==> config.mk <==
export PLATFORM = sky130hd
export DESIGN_NAME = lfoap_div
export DESIGN_NICKNAME = d
export VERILOG_FILES = /design/src/rtl/lfoap_pkg.sv /design/src/rtl/lfoap_div.sv
export SDC_FILE = /design/constraint.sdc
export NUM_CORES = 1
export LEC_CHECK = 0
export ABC_AREA = 1
export BUFFER_PORTS_ARGS = -buffer_cell sky130_fd_sc_hd__buf_2
export CAP_MARGIN = 20
export CORE_MARGIN = 8
export CORE_UTILIZATION = 30
export DETAILED_ROUTE_END_ITERATION = 6
export HOLD_SLACK_MARGIN = 0.03
export SLEW_MARGIN = 0
export SYNTH_ARGS = -nofsm -noshare
export SYNTH_HDL_FRONTEND = slang
export SYNTH_SLANG_ARGS = --single-unit
==> constraint.sdc <==
create_clock -name clock -period 2.7 [get_ports clock]
set_input_delay 0.27 -clock clock [delete_from_list [all_inputs] [get_ports clock]]
set_output_delay 0.27 -clock clock [all_outputs]
set_load 0.01 [all_outputs]
==> src/rtl/lfoap_pkg.sv <==
// ----------------------------------------------------------------------------
// lfoap_pkg
// Shared types, codes and constants of the swept allpass phaser: register
// indexes, sequencer states, divider handshake, saturation and sine helpers.
// ----------------------------------------------------------------------------
`timescale 1ns / 1ps
`default_nettype none

package lfoap_pkg;

   localparam int STATE_W    = 24;
   localparam int A1_W       = 18;
   localparam int CSR_ADDR_W = 3;
   localparam int CSR_DATA_W = 32;

   localparam logic [A1_W-1:0] A1_MAX = 18'h3ffff;

   localparam logic signed [15:0] D_MIN_RESET     = 16'sd1365;
   localparam logic signed [15:0] D_MAX_RESET     = 16'sd1638;
   localparam logic [31:0]        PHASE_STEP_RESET = 32'd8948;
   localparam logic [14:0]        FB_GAIN_RESET    = 15'd22938;
   localparam logic [15:0]        WET_MIX_RESET    = 16'd9830;
   localparam logic [15:0]        WET_FULL         = 16'h8000;

   localparam logic [63:0] TWO_PI_Q30  = 64'd6746518852;
   localparam logic [63:0] PI_Q30      = 64'd3373259426;
   localparam logic [63:0] HALF_PI_Q30 = 64'd1686629713;
   localparam logic [63:0] SERIES_DIV [1:9] = '{64'd6, 64'd20, 64'd42, 64'd72, 64'd110,
                                                64'd156, 64'd210, 64'd272, 64'd342};

   typedef enum logic [CSR_ADDR_W-1:0] {
      CSR_D_MIN         = 3'd0,
      CSR_D_MAX         = 3'd1,
      CSR_PHASE_STEP    = 3'd2,
      CSR_FEEDBACK_GAIN = 3'd3,
      CSR_WET_MIX       = 3'd4
   } csr_index_type;

   typedef enum logic [3:0] {
      ST_IDLE,
      ST_ROM,
      ST_SWEEP,
      ST_DIV,
      ST_PRIME,
      ST_STAGE_A,
      ST_STAGE_B,
      ST_WB,
      ST_MIX,
      ST_OUT
   } phaser_state_type;

   typedef struct packed {
      logic        start;
      logic [16:0] num;
      logic [15:0] den;
   } div_req_type;

   typedef struct packed {
      logic            done;
      logic [A1_W-1:0] quot;
   } div_rsp_type;

   function automatic logic signed [STATE_W-1:0] sat24(input logic signed [47:0] v);
      logic signed [STATE_W-1:0] r;
      if (v > 48'sd8388607) begin
         r = 24'sh7fffff;
      end else if (v < -48'sd8388608) begin
         r = 24'sh800000;
      end else begin
         r = v[STATE_W-1:0];
      end
      return r;
   endfunction

   // q30 taylor series, evaluated at elaboration for the rom contents
   function automatic logic signed [15:0] sine_q15(input logic [63:0] theta);
      logic [63:0]        th;
      logic [63:0]        x2;
      logic [63:0]        term;
      logic signed [63:0] sum;
      logic               neg;
      th  = theta;
      neg = 1'b0;
      if (th > PI_Q30) begin
         th  = th - PI_Q30;
         neg = 1'b1;
      end
      if (th > HALF_PI_Q30) begin
         th = (th > PI_Q30) ? 64'd0 : PI_Q30 - th;
      end
      x2   = (th * th) >> 30;
      term = th;
      sum  = $signed(th);
      for (int n = 1; n <= 9; n++) begin
         term = ((term * x2) >> 30) / SERIES_DIV[n];
         if ((n & 1) != 0) begin
            sum = sum - $signed(term);
         end else begin
            sum = sum + $signed(term);
         end
      end
      if (sum < 64'sd0) begin
         sum = 64'sd0;
      end
      if (sum > 64'sd1073741824) begin
         sum = 64'sd1073741824;
      end
      sum = (sum * 64'sd32767 + 64'sd536870912) >>> 30;
      return neg ? 16'(-sum) : 16'(sum);
   endfunction

endpackage

`default_nettype wire

==> src/rtl/lfoap_div.sv <==
// ----------------------------------------------------------------------------
// lfoap_div
// Restoring divider for the allpass coefficient a1 = (1-d)/(1+d), rounded,
// Q2.16, one quotient bit per cycle; saturates when the quotient overflows.
// ----------------------------------------------------------------------------
`timescale 1ns / 1ps
`default_nettype none

module lfoap_div (
   input  wire logic                     clock,
   input  wire logic                     reset,
   input  wire lfoap_pkg::div_req_type   div_req,
   output lfoap_pkg::div_rsp_type        div_rsp
);
   import lfoap_pkg::*;

   localparam int CNT_W = $clog2(A1_W + 1);

   logic             busy_ff, busy_in;
   logic             done_ff, done_in;
   logic [CNT_W-1:0] cnt_ff, cnt_in;
   logic [15:0]      rem_ff, rem_in;
   logic [15:0]      den_ff, den_in;
   logic [A1_W-1:0]  dvd_ff, dvd_in;
   logic [A1_W-1:0]  q_ff, q_in;
   logic [33:0]      dividend;
   logic [16:0]      trial;
   logic             ovf;

   always_comb begin
      // num * 2^16 plus half the divisor for rounding
      dividend = {1'b0, div_req.num, 16'd0} + 34'(div_req.den[15:1]);
      ovf      = (div_req.den == 16'd0) || (dividend >= {div_req.den, 18'd0});
      trial    = {rem_ff, dvd_ff[A1_W-1]};
      busy_in  = busy_ff;
      done_in  = 1'b0;
      cnt_in   = cnt_ff;
      rem_in   = rem_ff;
      den_in   = den_ff;
      dvd_in   = dvd_ff;
      q_in     = q_ff;
      if (div_req.start) begin
         den_in = div_req.den;
         if (ovf) begin
            q_in    = A1_MAX;
            done_in = 1'b1;
         end else begin
            rem_in  = dividend[33:18];
            dvd_in  = dividend[17:0];
            q_in    = '0;
            cnt_in  = CNT_W'(A1_W);
            busy_in = 1'b1;
         end
      end else if (busy_ff) begin
         dvd_in = dvd_ff << 1;
         if (trial >= {1'b0, den_ff}) begin
            rem_in = 16'(trial - {1'b0, den_ff});
            q_in   = {q_ff[A1_W-2:0], 1'b1};
         end else begin
            rem_in = trial[15:0];
            q_in   = {q_ff[A1_W-2:0], 1'b0};
         end
         cnt_in = cnt_ff - CNT_W'(1);
         if (cnt_ff == CNT_W'(1)) begin
            busy_in = 1'b0;
            done_in = 1'b1;
         end
      end
   end

   always_ff @(posedge clock) begin
      if (reset) begin
         busy_ff <= 1'b0;
         done_ff <= 1'b0;
         cnt_ff  <= '0;
      end else begin
         busy_ff <= busy_in;
         done_ff <= done_in;
         cnt_ff  <= cnt_in;
      end
   end

   always_ff @(posedge clock) begin
      rem_ff <= rem_in;
      den_ff <= den_in;
      dvd_ff <= dvd_in;
      q_ff   <= q_in;
   end

   assign div_rsp.done = done_ff;
   assign div_rsp.quot = q_ff;

endmodule

`default_nettype wire

# == Yosys cells after proc, flatten, opt, wreduce, memory -nomap -nowiden ==
# Index checks and enable logic that the tools add are counted.
# op_classes
addsub,3
multipliers,0
div,0
n_lt_le_gt_ge,2
n_eq_ne,2
shift,0
n_mux,22
n_bitwise,0
reduce_logical,4
# op_table
operator,count
$mux 18,6
$mux 16,4
$add 33x15->34,1
$ge 34x34->1,1
$ge 17x16->1,1
$logic_not 16->1,1
$sub 16x16->16,1
$mux 5,3
$mux 1,9
$eq 5x1->1 const B,1
$sub 5x1->5 const B,1
$ne 2x2->1 const B,1
$reduce_and 2->1,1
$reduce_bool 2->1,1
$logic_or 1x1->1,1
# word_totals
register_bits,75
latch_bits,0
ram_bits,0
mem_bits_ro,0
in_bits,36
out_inout_bits,19
word_cells,40
memories,0

# == Longest topological paths before layout ==
# depth
depth_word,5
depth_mapped,15
mapped_depth_nobuf,15

# == Least setup slack after synthesis ==
# No wires, ideal clock.
# synth_path
kind,input port to flip-flop
start,input div_req[14] in the netlist's numbering
end,register dvd_ff[0] (enable)
setup_ns,0.389
arrival_ns,1.961
t_required_ns,2.311
slack_ns,0.351
stages,9
path_buffers,0
path_cell_list,inv_1 > ha_1 > a21oi_1 > a21oi_1 > nor2_1 > nand4_1 > nand2_1 > nand2_1 > inv_1
# synth_via
elab_chain_len,5
word_cells_on_any_way,6
cone_classes,add/sub (1); order compare (1); eq/ne (1); reduce/logical (3)
# synth_rtl
element,line_no,rtl
from (decl),lfoap_div.sv:12,"input wire lfoap_pkg::div_req_type div_req,"
$add 33x15->34,lfoap_div.sv:32,"dividend = {1'b0, div_req.num, 16'd0} + 34'(div_req.den[15:1]);"
$ge 34x34->1,lfoap_div.sv:33,"ovf = (div_req.den == 16'd0) || (dividend >= {div_req.den, 18'd0});"
$logic_or 1x1->1 *,lfoap_div.sv:33,
$ne 2x2->1 (no line) *,--,
$reduce_and 2->1 (no line) *,--,
to (signal assigned),lfoap_div.sv:86,dvd_ff <= dvd_in;
to (decl),lfoap_div.sv:24,"logic [A1_W-1:0] dvd_ff, dvd_in;"
# Every way passes the cells marked *; elsewhere a longest branch is shown, timed or not.
# A chain may end at the register's enable or synchronous reset.

# == Final worst setup path ==
# layout_path
start,register rem_ff[1]
end,"register rem_ff[9], data pin"
# layout_via
elab_chain_len,4
word_cells_on_any_way,5
cone_classes,add/sub (1); order compare (1); mux (3)
# layout_rtl
element,line_no,rtl
from (decl),lfoap_div.sv:22,"logic [15:0] rem_ff, rem_in;"
from (signal assigned),lfoap_div.sv:84,rem_ff <= rem_in;
$sub 16x16->16 / $ge 17x16->1 (equally long branches),"lfoap_div.sv:57, lfoap_div.sv:56",
$mux 16 *,lfoap_div.sv:56,"if (trial >= {1'b0, den_ff}) begin"
$mux 16 *,lfoap_div.sv:54,end else if (busy_ff) begin
$mux 16 *,lfoap_div.sv:42,if (div_req.start) begin
net rem_in[9],lfoap_div.sv:22,
# The timed path passes the listed nets; every way through them passes the cells marked *. The select of a mux whose other input is x is not followed.

==> impl_results.md <==
- Hold Path Sink: den_ff[13]
- Most common cell on crit path: nand2_1
- Nets: around 660
- Routed Antenna Nets: 0
- Post-synthesis mux area share: 0%
- Vias in the first global route: between 3000 and 4000
- Leakage: roughly 2.5 nW
- Met3 routed wirelength: about 300 um
- Area share of and/or/nand/nor cells after synthesis: 22.7%
- Core area: 15000 um^2
- Syn_nets: 607
- Largest net degree at the start of global routing: 50
- Post-CTS resize count: 0
- Port bufs: 54
- Routed met1 length: 4.78 mm
- Power, Total: 3.87 mW
- Arr. time, crit path: 2510 ps
- Initial DRT Pass Iterations: 4
- Reg2reg end: rem_ff[9]
- Synth Area per Inst: 8.48 um^2
- Die Area: 19400 um^2
- Routed via count: 3586
- Worst-skew pair later-pin latency: 330 ps
- Slowest CP cell: edfxtp_1
- Synth-to-layout area growth: 16.8%
- Inserted Diodes: 0
- Synth Area in Adders: 9.51%
- HPWL after DPL: 7.90 mm
- DR iter-0 viols: 173
- CP startpoint kind: register
- Clock buffer depth: 2
- Reg clk slew, reported paths: 60 ps
- YS warnings: 0
- Crit. End Element: register
- Vias per cell: 4.56
- Flops & latches, synth: 75
- Row cnt: 45
- Status: complete, no violations
- Max-Cap Viols: 0
- Synth Cell Area: 4550 um^2
- Setup Skew: 8.11 ps
- FF-to-FF Start: rem_ff[1]
- Power per cell area: 728 nW/um^2
- Dpl ws: 272 ps
- Sequential fraction of the synthesis area: 47.9%
- Avg WL per Cell: 13.4 um
- Fin. Hold Viols: 0
- R2r setup slk: between 200 and 300 ps
- H-Tree Depth: 3
- Period minus WS final: 2420 ps
- Pins over their slew limit: 0
- RSZ-0062 raised after global routing: false
- HP Class: primary input to register
- CTS Sinks: 75
- Synth Area in XOR/XNOR: under 10%
- CTS tree: built
- CTS Hold Bufs: 0
- Buffer count from post-CTS setup fixing: 0
- Final Cycle Share: 89.7%
- Register-to-Register Path Depth: 13
- Tot GR Track Use: 11.1%
- Main combinational cell family by area after synthesis: simple AND/OR/NAND/NOR gates
- Worst Max-Slew Pin Slew: 499 ps
- Fill count: 1567
- Critical Path RT: around 2800 ps
- Post-Synthesis Cells: 537
- Synth Area in Compound Gates: 10.2%
- DRT Wirelength: 10.5 mm
- Synth cell types: 33
- CP Cell Sequence: ha_1 > a21oi_1 > nand2_1 > nand2_1 > nand2_2 > nand3_1 > nand2_1 > nand2_2 > nand2_4 > inv_1 > nand2_1 > nand3_1 > nand2_1
- I/O pin cnt: between 50 and 60
- Initial antenna violation count: 1
- Final worst setup slack: roughly 280 ps
- DIE WIDTH: 139 um
- VDD IR-drop max: 0.265 mV
- Max Freq: 413 MHz
- Metal2 WL: 5.18 mm
- Global-route wire length before repair: 17.3 mm
- Hold Crit Depth: 1
- Hold path start: div_req[13]
- DRC Markers: 0
- GRT Residual Overflow: 0
- Initial Utilization: 30.3%
- Setup-failing EPs final: 0
- Crit Path Max Fanout: 28
- Gpl congestion: 0.871
- Top Layer Used: met4
- CTS Buf Count: 9
- Sum of negative setup slack: 0 ps
- CTS root buffer: clkbuf_16
- Layout cells sized above 1: around 16%
- Die Ht: 139 um
- Normalized max-slew margin: 66.7%
- Setup CP Type: register to register
- Slowest stage delay, CP: 420 ps
-- worst max-delay path by stage --
stage                           start         end  slack (ps)  depth (start not counted)
after floorplan           div_req[14]   dvd_ff[0]         350                          9
after global placement      rem_ff[0]     q_ff[0]         310                         11
after detailed placement    rem_ff[1]   rem_ff[9]         270                         13
after CTS                   rem_ff[1]   rem_ff[9]         280                         13
after global routing       rem_ff[11]  rem_ff[11]          60                         11
final                       rem_ff[1]   rem_ff[9]         280                         13
-- worst max-delay path: cells and delay by family, from the launching register on --
kind / cells / cell delay (ps)
AO/OA/AOI/OAI: 1 / 150
adder cells (fa/ha/maj): 1 / 370
buffers and inverters: 1 / 230
flip-flops: 1 / 420
AND/OR/NAND/NOR: 10 / 990
-- placed cells by master (no fill, tap or decap), drive strengths merged, types with 2 or more instances in the layout --
| cell type | n |
|---|---|
| o21ai | 34 |
| nand4 | 6 |
| xor2 | 3 |
| clkbuf | 10 |
| o211ai | 5 |
| nand2 | 178 |
| nor2 | 42 |
| buf | 59 |
| nand3b | 2 |
| nor3 | 3 |
| a21o | 2 |
| xnor2 | 7 |
| edfxtp | 68 |
| inv | 73 |
| clkinv | 3 |
| a21oi | 34 |
| nand3 | 21 |
| dfxtp | 7 |
| ha | 33 |
-- through the flow --
stage	hold WS [ps]	area, um^2	instances	util [%]
after global placement	463	5020	770	33.4
after global routing	114	5320	786	35.4
final	124	5320	786	35.4
after CTS	110	5320	786	35.4
after detailed placement	465	5020	770	33.4
after floorplan	339	4550	537	-
-- power breakdown --
part | switching, mW | leakage [nW] | internal (mW)
Combinational | 0.714 | 1.64 | 0.423
Clock | 0.472 | 0.143 | 0.717
Sequential | 0.0747 | 0.745 | 1.47
-- sequential cells by signal, summed over array words and instances, names as in the netlist --
| register | cells |
|---|---|
| busy_ff | 1 |
| cnt_ff | 5 |
| den_ff | 16 |
| done_ff | 1 |
| dvd_ff | 18 |
| q_ff | 18 |
| rem_ff | 16 |
-- Yosys cell counts --
cell type | instances | area (um^2)
inv_1 | 71 | 267
fa_1 | 1 | 20.0
buf_8 | 2 | 30.0
nand4_1 | 6 | 37.5
buf_4 | 1 | 7.51
o21ai_1 | 4 | 20.0
a21boi_0 | 1 | 7.51
a31oi_1 | 1 | 6.26
inv_2 | 1 | 3.75
nand2_2 | 7 | 43.8
xor2_1 | 3 | 26.3
a21oi_2 | 1 | 8.76
dfxtp_1 | 7 | 140
clkbuf_1 | 6 | 22.5
nand2_1 | 170 | 638
o211ai_2 | 5 | 62.6
nand3_1 | 20 | 100
o21a_1 | 1 | 7.51
nor2_1 | 40 | 150
o21bai_1 | 1 | 7.51
ha_1 | 33 | 413
nand3b_1 | 2 | 15.0
nor3_1 | 3 | 15.0
buf_2 | 5 | 25.0
edfxtp_1 | 68 | 2040
xnor2_1 | 7 | 61.3
a21o_1 | 2 | 15.0
nand2_4 | 1 | 11.3
nor2_2 | 2 | 12.5
a21oi_1 | 33 | 165
o21ai_0 | 30 | 150
nand3_2 | 1 | 10.0
o22ai_2 | 1 | 12.5
-- layout make-up --
type,count,area [um^2],area share [%]
clock buffers,10,229,4.30
inverters,72,270,5.08
multi-input cells,376,2020,37.9
repair buffers,59,320,6.02
clock inverters,6,65.1,1.22
flip-flops and latches,75,2180,41.0
well taps,188,235,4.42
-- metal layers --
layer / track usage (%) / up-vias
met1: 13.0 / 1634
met3: 2.39 / 17
li1: - / 1877
met2: 19.2 / 58
met4: 4.79 / 0
met5: 0 / -
-- kinds of logic after synthesis --
kind of cell,after synthesis
buffers and inverters,86
adders and majority gates,34
and+or+nand+nor,252
AOI/OAI and AO/OA,80
DFF,75
xor gates and xnor gates,10
Note: power is estimated with default switching activity, not from simulation.
