**src/rtl/lfoap_pkg.sv**
```systemverilog
// ----------------------------------------------------------------------------
// lfoap_pkg
// Shared types, codes and constants of the swept allpass phaser: register
// indexes, sequencer states, divider handshake, saturation and sine helpers.
// ----------------------------------------------------------------------------
`timescale 1ns / 1ps
`default_nettype none

package lfoap_pkg;

   localparam int STATE_W    = 24;
   localparam int A1_W       = 18;
   localparam int CSR_ADDR_W = 3;
   localparam int CSR_DATA_W = 32;

   localparam logic [A1_W-1:0] A1_MAX = 18'h3ffff;

   localparam logic signed [15:0] D_MIN_RESET     = 16'sd1365;
   localparam logic signed [15:0] D_MAX_RESET     = 16'sd1638;
   localparam logic [31:0]        PHASE_STEP_RESET = 32'd8948;
   localparam logic [14:0]        FB_GAIN_RESET    = 15'd22938;
   localparam logic [15:0]        WET_MIX_RESET    = 16'd9830;
   localparam logic [15:0]        WET_FULL         = 16'h8000;

   localparam logic [63:0] TWO_PI_Q30  = 64'd6746518852;
   localparam logic [63:0] PI_Q30      = 64'd3373259426;
   localparam logic [63:0] HALF_PI_Q30 = 64'd1686629713;
   localparam logic [63:0] SERIES_DIV [1:9] = '{64'd6, 64'd20, 64'd42, 64'd72, 64'd110,
                                                64'd156, 64'd210, 64'd272, 64'd342};

   typedef enum logic [CSR_ADDR_W-1:0] {
      CSR_D_MIN         = 3'd0,
      CSR_D_MAX         = 3'd1,
      CSR_PHASE_STEP    = 3'd2,
      CSR_FEEDBACK_GAIN = 3'd3,
      CSR_WET_MIX       = 3'd4
   } csr_index_type;

   typedef enum logic [3:0] {
      ST_IDLE,
      ST_ROM,
      ST_SWEEP,
      ST_DIV,
      ST_PRIME,
      ST_STAGE_A,
      ST_STAGE_B,
      ST_WB,
      ST_MIX,
      ST_OUT
   } phaser_state_type;

   typedef struct packed {
      logic        start;
      logic [16:0] num;
      logic [15:0] den;
   } div_req_type;

   typedef struct packed {
      logic            done;
      logic [A1_W-1:0] quot;
   } div_rsp_type;

   function automatic logic signed [STATE_W-1:0] sat24(input logic signed [47:0] v);
      logic signed [STATE_W-1:0] r;
      if (v > 48'sd8388607) begin
         r = 24'sh7fffff;
      end else if (v < -48'sd8388608) begin
         r = 24'sh800000;
      end else begin
         r = v[STATE_W-1:0];
      end
      return r;
   endfunction

   // q30 taylor series, evaluated at elaboration for the rom contents
   function automatic logic signed [15:0] sine_q15(input logic [63:0] theta);
      logic [63:0]        th;
      logic [63:0]        x2;
      logic [63:0]        term;
      logic signed [63:0] sum;
      logic               neg;
      th  = theta;
      neg = 1'b0;
      if (th > PI_Q30) begin
         th  = th - PI_Q30;
         neg = 1'b1;
      end
      if (th > HALF_PI_Q30) begin
         th = (th > PI_Q30) ? 64'd0 : PI_Q30 - th;
      end
      x2   = (th * th) >> 30;
      term = th;
      sum  = $signed(th);
      for (int n = 1; n <= 9; n++) begin
         term = ((term * x2) >> 30) / SERIES_DIV[n];
         if ((n & 1) != 0) begin
            sum = sum - $signed(term);
         end else begin
            sum = sum + $signed(term);
         end
      end
      if (sum < 64'sd0) begin
         sum = 64'sd0;
      end
      if (sum > 64'sd1073741824) begin
         sum = 64'sd1073741824;
      end
      sum = (sum * 64'sd32767 + 64'sd536870912) >>> 30;
      return neg ? 16'(-sum) : 16'(sum);
   endfunction

endpackage

`default_nettype wire

```
**src/rtl/lfoap_stage_mem.sv**
```systemverilog
// ----------------------------------------------------------------------------
// lfoap_stage_mem
// Allpass delay memory: one write and one registered read per cycle, with a
// valid bit per entry so that an entry never written reads as zero.
// ----------------------------------------------------------------------------
`timescale 1ns / 1ps
`default_nettype none

module lfoap_stage_mem #(
   parameter  int STAGES = 24,
   localparam int ADDR_W = (STAGES > 1) ? $clog2(STAGES) : 1
) (
   input  wire logic                                 clock,
   input  wire logic                                 reset,
   input  wire logic                                 wr_en,
   input  wire logic [ADDR_W-1:0]                    wr_addr,
   input  wire logic signed [lfoap_pkg::STATE_W-1:0] wr_data,
   input  wire logic                                 rd_en,
   input  wire logic [ADDR_W-1:0]                    rd_addr,
   output logic signed [lfoap_pkg::STATE_W-1:0]      rd_data
);
   import lfoap_pkg::*;

   logic signed [STATE_W-1:0] mem [STAGES];
   logic signed [STATE_W-1:0] rd_data_ff;
   logic                      rd_valid_ff, rd_valid_in;
   logic [STAGES-1:0]         valid_ff, valid_in;

   always_comb begin
      valid_in    = valid_ff;
      rd_valid_in = rd_valid_ff;
      if (wr_en) begin
         valid_in[wr_addr] = 1'b1;
      end
      if (rd_en) begin
         rd_valid_in = valid_ff[rd_addr];
      end
   end

   always_ff @(posedge clock) begin
      if (reset) begin
         valid_ff    <= '0;
         rd_valid_ff <= 1'b0;
      end else begin
         valid_ff    <= valid_in;
         rd_valid_ff <= rd_valid_in;
      end
   end

   always_ff @(posedge clock) begin
      if (wr_en) begin
         mem[wr_addr] <= wr_data;
      end
      if (rd_en) begin
         rd_data_ff <= mem[rd_addr];
      end
   end

   assign rd_data = rd_valid_ff ? rd_data_ff : '0;

endmodule

`default_nettype wire

```
**config.mk**
```make
export PLATFORM = sky130hd
export DESIGN_NAME = lfoap_stage_mem
export DESIGN_NICKNAME = d
export VERILOG_FILES = /design/src/rtl/lfoap_pkg.sv /design/src/rtl/lfoap_stage_mem.sv
export SDC_FILE = /design/constraint.sdc
export NUM_CORES = 1
export LEC_CHECK = 0
export BUFFER_PORTS_ARGS = -buffer_cell sky130_fd_sc_hd__buf_2
export CELL_PAD_IN_SITES_DETAIL_PLACEMENT = 0
export CELL_PAD_IN_SITES_GLOBAL_PLACEMENT = 1
export CORE_ASPECT_RATIO = 0.5
export CORE_MARGIN = 2
export CORE_UTILIZATION = 55
export CTS_CLUSTER_DIAMETER = 100
export CTS_CLUSTER_SIZE = 30
export DETAILED_ROUTE_END_ITERATION = 12
export HOLD_SLACK_MARGIN = 0.02
export PLACE_DENSITY = 0.87
export REMOVE_ABC_BUFFERS = 1
export SLEW_MARGIN = 20
export SYNTH_ARGS = -nofsm -noshare
export SYNTH_HDL_FRONTEND = slang
export SYNTH_SLANG_ARGS = --single-unit
```
**constraint.sdc**
```tcl
create_clock -name clock -period 3.1 [get_ports clock]
set_input_delay 0.62 -clock clock [delete_from_list [all_inputs] [get_ports clock]]
set_output_delay 0.62 -clock clock [all_outputs]
set_load 0.005 [all_outputs]
```
== Word-level counts from Yosys, hierarchy flattened ==
Memory sizes are Yosys's and may differ from the RTL's. A register that Yosys moved wholly into a read port is not among the register bits.
Index checks and enable logic that the tools add are counted.

* $lt $le $gt $ge: 3
* Reductions and logical operators: 1
* Mux-type cells: 7
* Bitwise gates (word level): 1

{| class="wikitable"
|+ Operators with widths
! cell !! number
|-
| 2-to-1 mux 24 bit || 1
|-
| OR 24 bit || 1
|-
| less-than comparator 5 x 6 -> 1 bit (second input constant) || 2
|-
| binary-select mux 1 bit (select 5 bit) || 1
|-
| demux 1 bit (select 5 bit) || 1
|-
| >= comparator 5 x 1 -> 1 bit (second input constant) || 1
|-
| 2-to-1 mux 1 bit || 4
|-
| logical AND 1 bit || 1
|}

* Output and inout bits: 24
* Memories kept: 1
* Bits in writable memories: 576
* Register bits after elaboration: 25
* Logic and storage cells: 15
* Input bits: 38

{| class="wikitable"
|+ Memories
! name !! words !! width !! rd ports !! clocked after memory_dff !! wr ports !! line !! RTL
|-
| mem || 24 || 24 || 1 || 1 || 1 || lfoap_stage_mem.sv:24 || <nowiki>logic signed [STATE_W-1:0] mem [STAGES];</nowiki>
|}

== Logic depth before layout (Yosys ltp) ==
Gate-level depths: netlist (run 1).

* Depth in word-level cells: 5
* Depth in mapped cells: 8
* Depth with buffers taken out: 4

== Worst setup path after synthesis (run 1) ==
No wires, ideal clock.

* Path kind: in2reg
* Start: input port wr_addr[0]
* End: memory mem[20][0], enable pin
* Stages: 3
* Required time: 2694 ps
* Path slack: 389 ps
* Arrival: 2305 ps
* Library setup time: 406 ps
* Cells stage by stage: or3b_2 > clkbuf_1 > nor2_1

{| class="wikitable"
|+ RTL lines
! element !! line !! RTL
|-
| from (decl) || lfoap_stage_mem.sv:16 || <nowiki>input wire logic [ADDR_W-1:0] wr_addr,</nowiki>
|-
| to (decl) || lfoap_stage_mem.sv:24 ||
|}

No word-level cell before the write port.

== Final worst setup path (run 1) ==
* Start: register rd_valid_ff
* End: output port rd_data[1] in the netlist's numbering

* Word-level cells in the longest chain between the ends: 1

{| class="wikitable"
|+ RTL lines
! element !! line !! RTL
|-
| from (decl) || lfoap_stage_mem.sv:26 || <nowiki>logic rd_valid_ff, rd_valid_in;</nowiki>
|-
| from (signal assigned) || lfoap_stage_mem.sv:46 || <nowiki>rd_valid_ff <= rd_valid_in;</nowiki>
|-
| 2-to-1 mux 24 bit || lfoap_stage_mem.sv:59 || <nowiki>assign rd_data = rd_valid_ff ? rd_data_ff : '0;</nowiki>
|-
| to (decl) || lfoap_stage_mem.sv:20 || <nowiki>output logic signed [lfoap_pkg::STATE_W-1:0] rd_data</nowiki>
|}

No other way between the ends.

==> reports/qor.yml, run 1 <==
grt:
  grtUsageMet1: 0.343
  grt_pass1_vias: 11800
  grt_most_used_layer: "met2"
  grt_max_degree: 61
  grt_remaining_overflow: 0
  antenna_found_initial: 0
  grt_pass1_wl_um: 78300
  grt_use_met3: 0.0277
  grtUsageTotal: 0.235
  grt_use_met2: 0.393
floorplanning:
  core_um2: 43400
  rows: 54
  dieArea_um2: 45700
  ioPinCount: 62
  start_util: 0.555
  fp.dieW_um: 300
  die_y_um: 152
min_path:
  hold_class: "input port to flip-flop"
  hold_depth: 1
  min_to: "mem[9][18]"
  min_from: "wr_data[18]"
layout:
  syn_to_final_growth_pct: 9.51
  fin_area_um2: 26400
  antenna_cells: 0
  drive_above_1_share: 0.292
  final_cells: 1846
  nets: 1288
synth:
  synthArstFlopShare: 0
  synth_flop_cell: "edfxtp_1"
  ys_types: 32
  ys_seq_elements: 625
  synth_commonest_cells: "edfxtp_1 (600), mux4_2 (115), mux2_2 (82)"
  avgSynthCellArea_um2: 20.5
  yosysTopAreaCellShare: 0.747
  yosysTopAreaCell: "edfxtp_1"
  synthCells: 1174
  yosys_warnings: 0
  yosysMostFrequentCell: "edfxtp_1"
  syn_area_um2: 24100
  ys_seq_area_frac: 0.768
  synthTopCellsByArea: "edfxtp_1 (75%), mux4_2 (11%), mux2_2 (3.8%), dfxtp_1 (2.1%), mux2i_1 (1.5%)"
  synth-edff-count: 600
place:
  place_congestion: 0.750
  port_buffers: 61
  placed_cell_area_um2: 25800
  post-place-cells: 1812
  hpwl_um: 29200
cts:
  h-tree-depth: 1
  postCtsHoldBufs: 0
  tritoncts: "built"
  clock_path_buffers: 3
  clock_sink_count: 625
  clk_latency_ns: 0.58
  cts.repair.resized: 0
  clk_pin_slew_ns: 0.11
  root_buffer: "clkbuf_16"
  post_cts_buffers: 0
  numCtsBuffers: 24
setup_path:
  rr_worst_depth: 4
  crit_start: "rd_valid_ff"
  path_max_fanout: 24
  critPathKind: "flip-flop to output port"
  start_kind: "flip-flop"
  timing.rr.start: "mem[1][18]"
  rrSetupSlack_ns: 1.30
  cp.required_ns: 2.48
  crit_arrival_ns: 1.73
  rr_endpoint: "rd_data_ff[18]"
  end_kind: "output port"
timing:
  finalHoldViolations: 0
  max_freq_mhz: 425
  slew_headroom: 0.305
  clock_skew_ns: 0.0152
  setup_viol_count_final: 0
  max_slew.worst_pin.slew_ns: 1.04
  min_period_ns: 2.35
  maxSlewViolCount: 0
  whs_ns: 0.455
  setup_tns_ns: 0
  finalCritPeriodShare: 0.759
  grt_setup_unrepaired: "no"
pwr:
  switching_power_mw: 2.87
  power_frac_clock: 0.272
  switching_share: 0.204
  power_frac_seq: 0.666
  combinationalPowerShare: 0.062
  power.density_nw_per_um2: 534
  internal-power_mw: 11.2
  peakVddDrop_mv: 0.379
  leakage_nw: 8.33
  power_mw: 14.1
drt:
  postRouteWirelength_um: 53200
  avgViaCountPerCell: 6.40
  ant_nets: 0
  wl_per_cell_um: 28.8
  drc: 0
  drt-pass1-iter-count: 5
  drt_iter0_drc: 1657
  vias: 11800
flow_run:
  cap_viol_max_count: 0
run_status:
  status: "completed"
==> kinds of logic (layout without fill, tap and decap cells) <==
| family | Yosys count | count (layout) | synth area share |
|---|---|---|---|
| AOI/OAI and AO/OA | 119 | 119 | 0.0330 |
| muxes | 233 | 233 | 0.161 |
| buffers and inverters | 65 | 149 | 0.0135 |
| and+or+nand+nor | 132 | 132 | 0.0253 |
| DFF | 625 | 625 | 0.768 |
==> power groups by stage <==
stage | Sequential (mW) | Clock, mW | Combinational (mW)
after floorplan | 9.59 | 0 | 0.400
after global placement | 9.59 | 0 | 0.843
after detailed placement | 9.60 | 0 | 0.876
after CTS | 9.40 | 3.85 | 0.880
after global routing | 9.41 | 4.10 | 0.937
final | 9.40 | 3.83 | 0.879
==> worst max-delay path by stage <==
stage                         end  slack [ns]
floorplan              mem[20][0]        0.46
global placement    rd_data_ff[4]        0.40
detailed placement  rd_data_ff[4]        0.37
CTS                    rd_data[1]        0.73
global route           rd_data[1]        0.71
finish                 rd_data[1]        0.75
==> worst max-delay path, stage by stage (launching register included) <==
cell	delay (ns)
dfxtp_1	0.35
buf_4	0.38
and2_1	0.27
buf_2	0.14
==> sequential cells by signal, indices dropped and copies added (netlist names) <==
signal / count
valid_ff: 24
rd_valid_ff: 1
rd_data_ff: 24
mem: 576
==> area by class of cell <==
| type | instances | area [µm²] |
|---|---|---|
| Clock buffer | 33 | 656 |
| Timing Repair Buffer | 114 | 1030 |
| Sequential cell | 625 | 18500 |
| Multi-Input combinational cell | 484 | 5460 |
| Fill cell | 2855 | 17000 |
| Inverter | 1 | 3.75 |
| Tap cell | 588 | 736 |
| Clock inverter | 1 | 6.26 |
==> layout by cell type, fill, tap and decap left out, types with 2 or more instances in the layout <==
cell type / synthesis / layout
and2_1: 24 / 24
nand2b_1: 4 / 4
o21ai_0: 16 / 16
edfxtp_1: 600 / 600
nor2_4: 0 / 24
o31ai_1: 16 / 16
o311ai_0: 2 / 2
nor2_1: 74 / 49
dfxtp_1: 25 / 25
nand2_1: 17 / 17
o22ai_1: 16 / 16
buf_2: 14 / 58
mux4_2: 115 / 115
buf_4: 7 / 29
buf_12: 0 / 25
mux2i_1: 36 / 36
clkbuf_16: 0 / 25
nand3_1: 2 / 2
mux2_2: 82 / 82
a221o_1: 8 / 8
a22oi_1: 16 / 16
o21bai_1: 17 / 17
a21oi_1: 25 / 25
clkbuf_1: 35 / 8
or3b_2: 4 / 4
nand3b_1: 4 / 4
==> per-stage QoR <==
stage               worst slack [ns]  utilization
global placement               0.399        0.593
floorplan                      0.456            -
detailed placement             0.368        0.593
finish                         0.747        0.608
CTS                            0.729        0.608
global route                   0.708        0.608
==> layer usage <==
metal	wire (µm)	up-vias
li1	-	4917
met1	20900	6242
met2	27000	610
met3	4620	47
met4	739	0
met5	0	-
Power figures use the tool's default switching activity.
==> inputs of run 2 (changes only) <==
clock period = 2.3 ns   (was 3.1 ns; I/O delays follow)
==> run 2 against run 1 <==
  * Cell count rose by 2.6%
  * Clock power rose by 33%
  * Sequential share of layout area fell by 1.1 points
  * Critical path type unchanged
==> reports/qor.yml, run 2 (synthesized netlist as in run 1, its figures left out) <==
layout:
  nets: 1335
  reg_top3: "mem: 576 flops, rd_data_ff: 24 flops, valid_ff: 24 flops"
  drive_above_1_share: 0.317
  syn_to_final_growth_pct: 11.3
  layout_common_cells: "edfxtp_1 (600), mux4_2 (115), mux2_2 (82)"
  largest_reg_flops: 576
  regMostFlops: "mem"
  final_cells: 1894
  fin_util: 0.618
  antenna_cells: 0
  mostFrequentLayoutCell: "edfxtp_1"
pwr:
  power.density_nw_per_um2: 708
  peakVddDrop_mv: 0.597
  leakage_nw: 8.57
  power_mw: 19.0
cts:
  post_cts_buffers: 0
  clk_pin_slew_ns: 0.11
  clock_path_buffers: 3
  postCtsHoldBufs: 0
  numCtsBuffers: 24
  tritoncts: "built"
  root_buffer: "clkbuf_16"
  h-tree-depth: 1
  clk_latency_ns: 0.58
  cts.repair.resized: 0
  clock_sink_count: 625
drt:
  drt-pass1-iter-count: 5
  drt_iter0_drc: 1641
  avgViaCountPerCell: 6.26
  postRouteWirelength_um: 52000
  wl_per_cell_um: 27.5
  vias: 11900
  ant_nets: 0
  drc: 0
floorplanning:
  dieArea_um2: 45700
  ioPinCount: 62
  start_util: 0.555
  fp.dieW_um: 300
  die_y_um: 152
  rows: 54
  core_um2: 43400
setup_path:
  slowest_stage: "dfxtp_1"
  cp_cell_sequence: "buf_4 -> and2_1 -> buf_2"
  cp.required_ns: 1.84
  path_max_fanout: 12
  cp_slowest_stage_delay_ns: 0.37
  start_kind: "flip-flop"
  end_kind: "output port"
  crit_arrival_ns: 1.58
  critPathKind: "flip-flop to output port"
timing:
  min_period_ns: 2.04
  finalCritPeriodShare: 0.888
  finalHoldViolations: 0
  grt_setup_unrepaired: "no"
  timing.final.ws_setup_ns: 0.258
  max_slew.worst_pin.slew_ns: 1.00
  maxSlewViolCount: 0
  slew_headroom: 0.331
  max_freq_mhz: 490
  setup_viol_count_final: 0
  clock_skew_ns: 0.0192
place:
  pre_cts_slack_ns: -0.123
  hpwl_um: 30400
  port_buffers: 61
  place_congestion: 0.765
  post-place-cells: 1859
grt:
  grt_max_degree: 36
  grt_pass1_vias: 12000
  antenna_found_initial: 0
  grtUsageTotal: 0.229
  grt_pass1_wl_um: 76800
  grt_remaining_overflow: 0
min_path:
  hold_class: "input port to flip-flop"
flow_run:
  cap_viol_max_count: 0
run_status:
  status: "completed"
[run 2: worst max-delay path: cells and delay by family, from the launching register on]
kind,cells,cell delay [ns]
buffers and inverters,2,0.38
flip-flops,1,0.37
AND/OR/NAND/NOR,1,0.24
[run 2: metal layers]
layer	share of wire	track usage	wire, µm
met2	0.49	0.377	25700
met1	0.39	0.334	20400
met4	0.024	0.0536	1250
met3	0.089	0.0282	4630
met5	0	0	0
[run 2: power breakdown]
part	total, mW	internal, mW	switching (mW)
logic	1.24	0.548	0.693
registers	12.7	12.6	0.0436
clock network	5.10	2.02	3.08
[run 2: cell type report]
cell class	instances	area, µm²
inverters	1	3.75
flip-flops and latches	625	18500
fillers	2792	16600
multi-input cells	484	5460
well taps	588	736
clock inverters	1	6.26
clock buffers	34	659
repair buffers	161	1460
[run 2: worst paths after layout]
path	to	startpoint	slack, ns	cells past startpoint
setup / recovery	rd_data[5]	rd_valid_ff	0.26	3
hold / removal	mem[15][14]	wr_data[14]	0.29	1
setup reg to reg	rd_data_ff[15]	mem[7][15]	0.43	4
hold reg to reg	valid_ff[3]	valid_ff[3]	0.48	2
[run 2: metrics by stage]
| stage | hold slack [ns] | TNS (ns) | cell area (µm²) |
|---|---|---|---|
| after detailed placement | 0.459 | -0.799 | 26200 |
| after global placement | 0.444 | -0.452 | 26200 |
| final | 0.290 | 0 | 26800 |
| after CTS | 0.276 | 0 | 26800 |
| after global routing | 0.293 | 0 | 26800 |
| after floorplan | 0.435 | -62.33 | 23800 |
